===== config.mk =====
export PLATFORM = sky130hd
export DESIGN_NAME = plint_tail
export DESIGN_NICKNAME = d
export VERILOG_FILES = /design/src/rtl/plint_pkg.sv /design/src/rtl/plint_div1000.sv /design/src/rtl/plint_tail.sv
export SDC_FILE = /design/constraint.sdc
export NUM_CORES = 2
export LEC_CHECK = 0
export BUFFER_PORTS_ARGS = -buffer_cell sky130_fd_sc_hd__clkbuf_2
export CAP_MARGIN = 0
export CORE_ASPECT_RATIO = 0.75
export CORE_MARGIN = 8
export CORE_UTILIZATION = 65
export DETAILED_ROUTE_END_ITERATION = 16
export GPL_TIMING_DRIVEN = 0
export PLACE_DENSITY = 0.84
export SLEW_MARGIN = 15
export SYNTH_ARGS = -nofsm -noshare
export SYNTH_HDL_FRONTEND = slang
export SYNTH_HIERARCHICAL = 1
export SYNTH_SLANG_ARGS = --single-unit

===== constraint.sdc =====
create_clock -name clk -period 9.64 [get_ports clk]
set_input_delay 1.928 -clock clk [delete_from_list [all_inputs] [get_ports clk]]
set_output_delay 1.928 -clock clk [all_outputs]
set_load 0.01 [all_outputs]

===== src/rtl/plint_pkg.sv =====
// Shared types, widths and constants of the Phong light intensity pipeline.
// Depends on nothing; every other file imports it.
`timescale 1ns / 1ps

package plint_pkg;

  localparam int FRAC_BITS  = 16;
  localparam int DW         = 32;                    // field width
  localparam int LW         = DW + 1;                // light and eye vector parts
  localparam int RW         = 2 * DW + 2 - FRAC_BITS; // reflection vector parts
  localparam int SCALE_BITS = 30;                    // scaled parts stay below 2^30
  localparam int SW         = SCALE_BITS + 1;
  localparam int SHW        = $clog2(RW - SCALE_BITS + 1);
  localparam int CW         = FRAC_BITS + 2;         // cosine and power
  localparam int SQ_STEPS   = 32;                    // root digits of a 64-bit word
  localparam int SHIN_W     = 7;
  localparam int SHIN_MAX   = (1 << SHIN_W) - 1;
  localparam int QW         = 40;                    // dividend width of the /1000 unit
  localparam int DIV1000_LAT = 4;

  localparam int DIFF_GAIN = 65;
  localparam int SPEC_GAIN = 15;
  localparam logic [29:0] RECIP_1000 = 30'd549755813; // floor(2^39 / 1000)
  localparam logic [31:0] RECIP_100  = 32'd42949672;  // floor(2^32 / 100)
  localparam logic [SHIN_W-1:0] SHIN_RESET = SHIN_W'(50);
  localparam logic signed [QW-1:0] AMBIENT = QW'(40 * (1 << FRAC_BITS));

  typedef enum logic [2:0] {
    REG_LIGHT_X   = 3'd0,
    REG_LIGHT_Y   = 3'd1,
    REG_LIGHT_Z   = 3'd2,
    REG_EYE_X     = 3'd3,
    REG_EYE_Y     = 3'd4,
    REG_EYE_Z     = 3'd5,
    REG_SHININESS = 3'd6
  } reg_idx_t;

  typedef struct packed {
    logic signed [DW-1:0] normal_x;
    logic signed [DW-1:0] normal_y;
    logic signed [DW-1:0] normal_z;
    logic signed [DW-1:0] pos_x;
    logic signed [DW-1:0] pos_y;
    logic signed [DW-1:0] pos_z;
  } in_item_t;

  typedef struct packed {
    logic signed [DW-1:0] intensity;
    logic                 degenerate;
  } out_item_t;

  typedef struct packed {
    logic signed [DW-1:0] light_x;
    logic signed [DW-1:0] light_y;
    logic signed [DW-1:0] light_z;
    logic signed [DW-1:0] eye_x;
    logic signed [DW-1:0] eye_y;
    logic signed [DW-1:0] eye_z;
    logic [SHIN_W-1:0]    shininess;
  } cfg_t;

  typedef struct packed {
    logic signed [SW-1:0] x;
    logic signed [SW-1:0] y;
    logic signed [SW-1:0] z;
  } vec_t;

  typedef struct packed {
    vec_t                 r;
    vec_t                 v;
    logic signed [DW-1:0] nol;
  } front_t;

  typedef struct packed {
    logic signed [63:0]   dot;
    logic [31:0]          len_r;
    logic [31:0]          len_v;
    logic signed [DW-1:0] nol;
    logic                 degen;
  } norm_t;

  typedef struct packed {
    logic signed [CW-1:0] cosv;
    logic signed [DW-1:0] nol;
    logic                 degen;
  } cos_t;

  typedef struct packed {
    logic signed [CW-1:0] p;
    logic signed [DW-1:0] nol;
    logic                 degen;
  } pow_t;

  function automatic logic signed [DW-1:0] sat32(input logic signed [66:0] x);
    if (x > 67'sd2147483647) begin
      return 32'sh7fffffff;
    end else if (x < -67'sd2147483648) begin
      return 32'sh80000000;
    end
    return DW'(x);
  endfunction

endpackage


===== src/rtl/plint_div1000.sv =====
// Floor division of a signed value by 1000: reciprocal multiply in two partial
// products, then one correction. Four register stages. Depends on plint_pkg.
`timescale 1ns / 1ps

module plint_div1000
  import plint_pkg::*;
(
  input  logic                 clk,
  input  logic                 en,
  input  logic signed [QW-1:0] x,
  output logic signed [DW-1:0] q
);

  logic [QW-2:0] u1_r, u2_r, u3_r, u4_r;
  logic          n1_r, n2_r, n3_r, n4_r;
  logic [48:0]   hm_r;
  logic [49:0]   lm_r;
  logic [29:0]   q3_r, q4_r;
  logic [QW-1:0] k4_r;

  always_ff @(posedge clk) begin
    logic [69:0] sum;
    if (en) begin
      // For a negative x, floor(x/1000) is the complement of floor(~x/1000).
      n1_r <= x[QW-1];
      u1_r <= x[QW-1] ? (QW-1)'(~x) : (QW-1)'(x);
      hm_r <= 49'(u1_r[QW-2:20]) * 49'(RECIP_1000);
      lm_r <= 50'(u1_r[19:0]) * 50'(RECIP_1000);
      u2_r <= u1_r;
      n2_r <= n1_r;
      sum  = (70'(hm_r) << 20) + 70'(lm_r);
      q3_r <= sum[68:39];
      u3_r <= u2_r;
      n3_r <= n2_r;
      k4_r <= QW'(q3_r) * QW'(1000);
      q4_r <= q3_r;
      u4_r <= u3_r;
      n4_r <= n3_r;
    end
  end

  always_comb begin
    logic [QW-1:0] rem;
    logic [DW-1:0] qq;
    rem = QW'(u4_r) - k4_r;
    qq  = (rem >= QW'(1000)) ? DW'(q4_r) + DW'(1) : DW'(q4_r);
    q   = n4_r ? ~qq : qq;
  end

endmodule


===== src/rtl/plint_tail.sv =====
// Diffuse and specular scaling by 65/1000 and 15/1000, the ambient term, the
// negation with saturation and the output register. Depends on plint_pkg, plint_div1000.
`timescale 1ns / 1ps

module plint_tail
  import plint_pkg::*;
(
  input  logic      clk,
  input  logic      rst_n,
  input  logic      en,
  input  logic      in_valid,
  input  pow_t      in_data,
  output logic      out_valid,
  output out_item_t out_item
);

  logic signed [QW-1:0] x_spec, x_diff;
  logic signed [DW-1:0] q_spec, q_diff;
  logic [DIV1000_LAT-1:0] vld_r;
  logic [DIV1000_LAT-1:0] deg_r;
  logic      out_valid_r;
  out_item_t out_item_r;

  assign x_spec = QW'(in_data.p) * QW'(SPEC_GAIN);
  assign x_diff = QW'(in_data.nol) * QW'(DIFF_GAIN);

  plint_div1000 u_div_spec (
    .clk (clk),
    .en  (en),
    .x   (x_spec),
    .q   (q_spec)
  );

  plint_div1000 u_div_diff (
    .clk (clk),
    .en  (en),
    .x   (x_diff),
    .q   (q_diff)
  );

  always_ff @(posedge clk) begin
    if (!rst_n) begin
      vld_r       <= '0;
      out_valid_r <= 1'b0;
    end else if (en) begin
      vld_r       <= {vld_r[DIV1000_LAT-2:0], in_valid};
      out_valid_r <= vld_r[DIV1000_LAT-1];
    end
  end

  always_ff @(posedge clk) begin
    logic signed [QW-1:0] spec;
    logic signed [QW-1:0] total;
    if (en) begin
      deg_r <= {deg_r[DIV1000_LAT-2:0], in_data.degen};
      // A zero-length R or V drops the specular term.
      spec  = deg_r[DIV1000_LAT-1] ? QW'(0) : QW'(q_spec);
      total = AMBIENT + QW'(q_diff) + spec;
      out_item_r.intensity  <= sat32(67'(-total));
      out_item_r.degenerate <= deg_r[DIV1000_LAT-1];
    end
  end

  assign out_valid = out_valid_r;
  assign out_item  = out_item_r;

endmodule


==> impl_metrics.prom <==
# TYPE chip_impl_metric gauge
chip_impl_info{name="outcome",value="completed"} 1
chip_impl_metric{name="clock-sinks",unit=""} 688
chip_impl_metric{name="worstMarginPinSlew",unit="ns"} 0.916
chip_impl_metric{name="cts.reportedPaths.clkPinSlew",unit="ns"} 0.06
chip_impl_metric{name="drt-met1-wl",unit="mm"} 81.6
chip_impl_metric{name="detailedRoute.firstPassIterationCount",unit=""} 6
chip_impl_metric{name="io_pins",unit=""} 89
chip_impl_metric{name="largest_net_degree_at_the_start_of_global_routing",unit=""} 108
chip_impl_metric{name="gpl.final_weighted_congestion",unit=""} 0.961
chip_impl_info{name="setup.worst_path.class",value="flop to flop"} 1
chip_impl_metric{name="fp.dieW",unit="um"} 421
chip_impl_metric{name="cts_inserted_buffers",unit=""} 77
chip_impl_metric{name="grt_util_all_layers",unit="%"} 26.9
chip_impl_metric{name="drt_drc_violations_left",unit=""} 0
chip_impl_metric{name="grt_pass1_wl",unit="mm"} 296
chip_impl_metric{name="routed_wl",unit="mm"} 179
chip_impl_metric{name="timing.final.hold_violations",unit=""} 0
chip_impl_info{name="post-synth-top-count-cell",value="sky130_fd_sc_hd__ha_1"} 1
chip_impl_metric{name="synth_warnings",unit=""} 6
chip_impl_metric{name="cp_data_arrival_time",unit="ns"} 9.81
chip_impl_metric{name="timing.max_slew.rel_slack",unit="%"} 38.9
chip_impl_metric{name="dp.final_hpwl",unit="mm"} 146
chip_impl_info{name="cts.root.buffer_cell",value="sky130_fd_sc_hd__clkbuf_16"} 1
chip_impl_metric{name="met3WireLength",unit="mm"} 13.6
chip_impl_metric{name="detailroute.via_count",unit=""} 53800
chip_impl_metric{name="number_of_instances_in_the_synthesized_netlist",unit=""} 7288
chip_impl_metric{name="wire_per_inst",unit="um"} 19.5
chip_impl_info{name="synth.area.top_cells",value="sky130_fd_sc_hd__edfxtp_1, sky130_fd_sc_hd__fa_1, sky130_fd_sc_hd__ha_1"} 1
chip_impl_metric{name="ff2ff_path_depth",unit=""} 34
chip_impl_metric{name="min_period",unit="ns"} 9.37
chip_impl_info{name="synth_top_cell_by_area",value="sky130_fd_sc_hd__edfxtp_1"} 1
chip_impl_metric{name="final.period_utilization",unit="%"} 97.2
chip_impl_metric{name="synth_sequential_area_ratio",unit="%"} 25.7
chip_impl_metric{name="die_area",unit="um^2"} 135000
chip_impl_metric{name="syn-num-nets",unit=""} 9621
chip_impl_info{name="critPathLaunchType",value="flop"} 1
chip_impl_metric{name="finalCoreUtilization",unit="%"} 70.3
chip_impl_metric{name="post_route_cells_drive_above_1_share",unit="%"} 5.01
chip_impl_metric{name="max_clock_freq",unit="GHz"} 0.107
chip_impl_info{name="cp-end-kind",value="flop"} 1
chip_impl_metric{name="drt_first_iter_violations",unit=""} 4258
chip_impl_metric{name="yosys.area.top_type_share",unit="%"} 25.6
chip_impl_metric{name="global_route.overflow_total",unit=""} 0
chip_impl_metric{name="placeableCoreArea",unit="um^2"} 122000
chip_impl_metric{name="antenna_found_initial",unit=""} 0
chip_impl_metric{name="worstPathMaxFanout",unit=""} 10
chip_impl_metric{name="met2_wirelength",unit="mm"} 79.8
chip_impl_info{name="worst_hold_path_type",value="flop to flop"} 1
chip_impl_metric{name="fp.dieH",unit="um"} 320
chip_impl_metric{name="first_global_vias",unit=""} 56500
chip_impl_metric{name="synth_edf_count",unit=""} 683
chip_impl_metric{name="whs_path_depth",unit=""} 0
chip_impl_metric{name="max-cap-violations",unit=""} 0
chip_impl_metric{name="area_growth",unit="%"} 7.18
chip_impl_metric{name="cts_htree_levels",unit=""} 3
chip_impl_metric{name="cp_slowest_stage_delay",unit="ns"} 0.68
chip_impl_metric{name="post_syn_area",unit="um^2"} 80100
chip_impl_metric{name="final_nets",unit=""} 9811
chip_impl_metric{name="post_synth.cell_area_avg",unit="um^2"} 11.0
chip_impl_metric{name="finalInstanceArea",unit="um^2"} 85900
chip_impl_metric{name="synth-seq-cells",unit=""} 688
chip_impl_metric{name="report.final.slew_viol_count",unit=""} 0
chip_impl_metric{name="finalSetupViolations",unit=""} 0
chip_impl_info{name="cpMaxStageDelayCell",value="sky130_fd_sc_hd__or4_4"} 1
chip_impl_metric{name="data_required_time_of_the_worst_path",unit="ns"} 10.08
chip_impl_metric{name="count_of_nets_left_with_antenna_violations_after_detail_routing",unit=""} 0
chip_impl_metric{name="post_synth_num_cell_types",unit=""} 110
chip_impl_info{name="ys_top_cells_by_count",value="sky130_fd_sc_hd__ha_1, sky130_fd_sc_hd__inv_1, sky130_fd_sc_hd__fa_1"} 1
chip_impl_info{name="postSynth.topFlopCell",value="sky130_fd_sc_hd__edfxtp_1"} 1
chip_impl_metric{name="post_dp_cell_area",unit="um^2"} 82800
chip_impl_info{name="clock_tree_from_tritoncts",value="done"} 1
chip_impl_metric{name="post_drt_via_cell_ratio",unit=""} 5.86
chip_impl_metric{name="antenna_cells",unit=""} 0
chip_impl_metric{name="holdBufCountCts",unit=""} 0
chip_impl_info{name="routed.top_layer",value="met5"} 1
chip_impl_metric{name="postSynth.asyncResetShare",unit="%"} 0
chip_impl_metric{name="port_buffers",unit=""} 88
chip_impl_metric{name="initial_core_util",unit="%"} 65.6
chip_impl_metric{name="finClkSkew",unit="ns"} 0.0414
chip_impl_metric{name="worst_skew_pair.late_latency",unit="ns"} 0.70
chip_impl_metric{name="placementRows",unit=""} 111
chip_impl_metric{name="cts_buffer_depth",unit=""} 3
[layout make-up]
class | count | area [um^2]
fillers | 8636 | 36300
repair buffers | 112 | 773
clock inverters | 56 | 702
inverters | 1362 | 5110
well taps | 1638 | 2050
flip-flops and latches | 688 | 20600
multi-input cells | 5152 | 54200
clock buffers | 85 | 1980
plain buffers | 85 | 433
[stage by stage]
stage / TNS, ns / setup WS [ns] / std cells / hold slack, ns
final: 0 / 0.269 / 9178 / 0.384
after global placement: -3222.92 / -4.84 / 9014 / 0.400
after global routing: -0.107 / -0.0209 / 9178 / 0.384
after CTS: 0 / 0.0256 / 9173 / 0.378
after floorplan: 0 / 0.928 / 7288 / 0.400
after detailed placement: -36.61 / -1.22 / 9022 / 0.405
[state kept, by name, summed over array words and instances, names as in the netlist, 39 cells and up]
name             cells
u_div_diff/hm_r     47
u_div_spec/hm_r     47
u_div_diff/u1_r     39
u_div_spec/u1_r     39
[worst max-delay path: cells and delay by family, from the launching register on]
kind | cells | cell delay, ns
AOI/OAI and AO/OA | 11 | 2.96
xor gates and xnor gates | 1 | 0.09
adders and majority gates | 5 | 1.53
buffers and inverters | 5 | 0.67
DFF | 1 | 0.47
muxes | 2 | 0.37
and+or+nand+nor | 10 | 3.00
[cells in the final DEF, fill, tap and decap left out, types with 37 or more instances in the layout]
master	synthesis	layout
sky130_fd_sc_hd__xor2_1	190	190
sky130_fd_sc_hd__nor3_1	106	106
sky130_fd_sc_hd__inv_1	1362	1361
sky130_fd_sc_hd__o21ai_0	176	175
sky130_fd_sc_hd__a21oi_1	295	295
sky130_fd_sc_hd__nand3_1	112	111
sky130_fd_sc_hd__nor2_1	267	267
sky130_fd_sc_hd__nand4_1	50	50
sky130_fd_sc_hd__a21o_1	159	159
sky130_fd_sc_hd__nor4_1	40	37
sky130_fd_sc_hd__nand2b_1	47	47
sky130_fd_sc_hd__clkbuf_1	59	62
sky130_fd_sc_hd__clkbuf_2	0	90
sky130_fd_sc_hd__nor2b_1	88	88
sky130_fd_sc_hd__o21bai_1	60	60
sky130_fd_sc_hd__fa_1	906	903
sky130_fd_sc_hd__and3_1	48	47
sky130_fd_sc_hd__and2_1	43	43
sky130_fd_sc_hd__edfxtp_1	683	683
sky130_fd_sc_hd__clkbuf_16	0	78
sky130_fd_sc_hd__xnor2_1	356	348
sky130_fd_sc_hd__ha_1	1372	1371
sky130_fd_sc_hd__nand2_1	227	227
sky130_fd_sc_hd__o21a_1	62	62
[logic make-up after synthesis]
logic type	count (synthesis)	share of synthesized area (%)
compound gates	1126	9.42
xor+xnor	546	5.97
fa+ha+maj	2278	44.1
buf+inv	1448	6.91
flops	688	25.7
mux	25	0.320
simple gates	1177	7.59
[final timing paths]
path / startpoint / to / slack [ns]
hold reg to reg: u_div_spec/u3_r[7] / u_div_spec/u4_r[7] / 0.38
hold / removal: u_div_spec/u3_r[7] / u_div_spec/u4_r[7] / 0.38
setup reg to reg: u_div_spec/q4_r[0] / out_item[21] / 0.27
setup / recovery: u_div_spec/q4_r[0] / out_item[21] / 0.27
[per-layer routing]
layer	up-vias	GRT usage, %
met5	-	0.319
met4	2	6.10
met3	303	6.04
met2	1719	41.8
met1	26500	38.9
li1	25300	-
[timing repair]
item | CTS | global route
pin swaps | 6 | 20
endpoints found under the setup margin | 31 | 31
resized for setup | 19 | 34
buffers inserted | 10 | 6
Power is not shown: default switching activity piles up to over one toggle a cycle in this logic, so the estimate is an artifact.
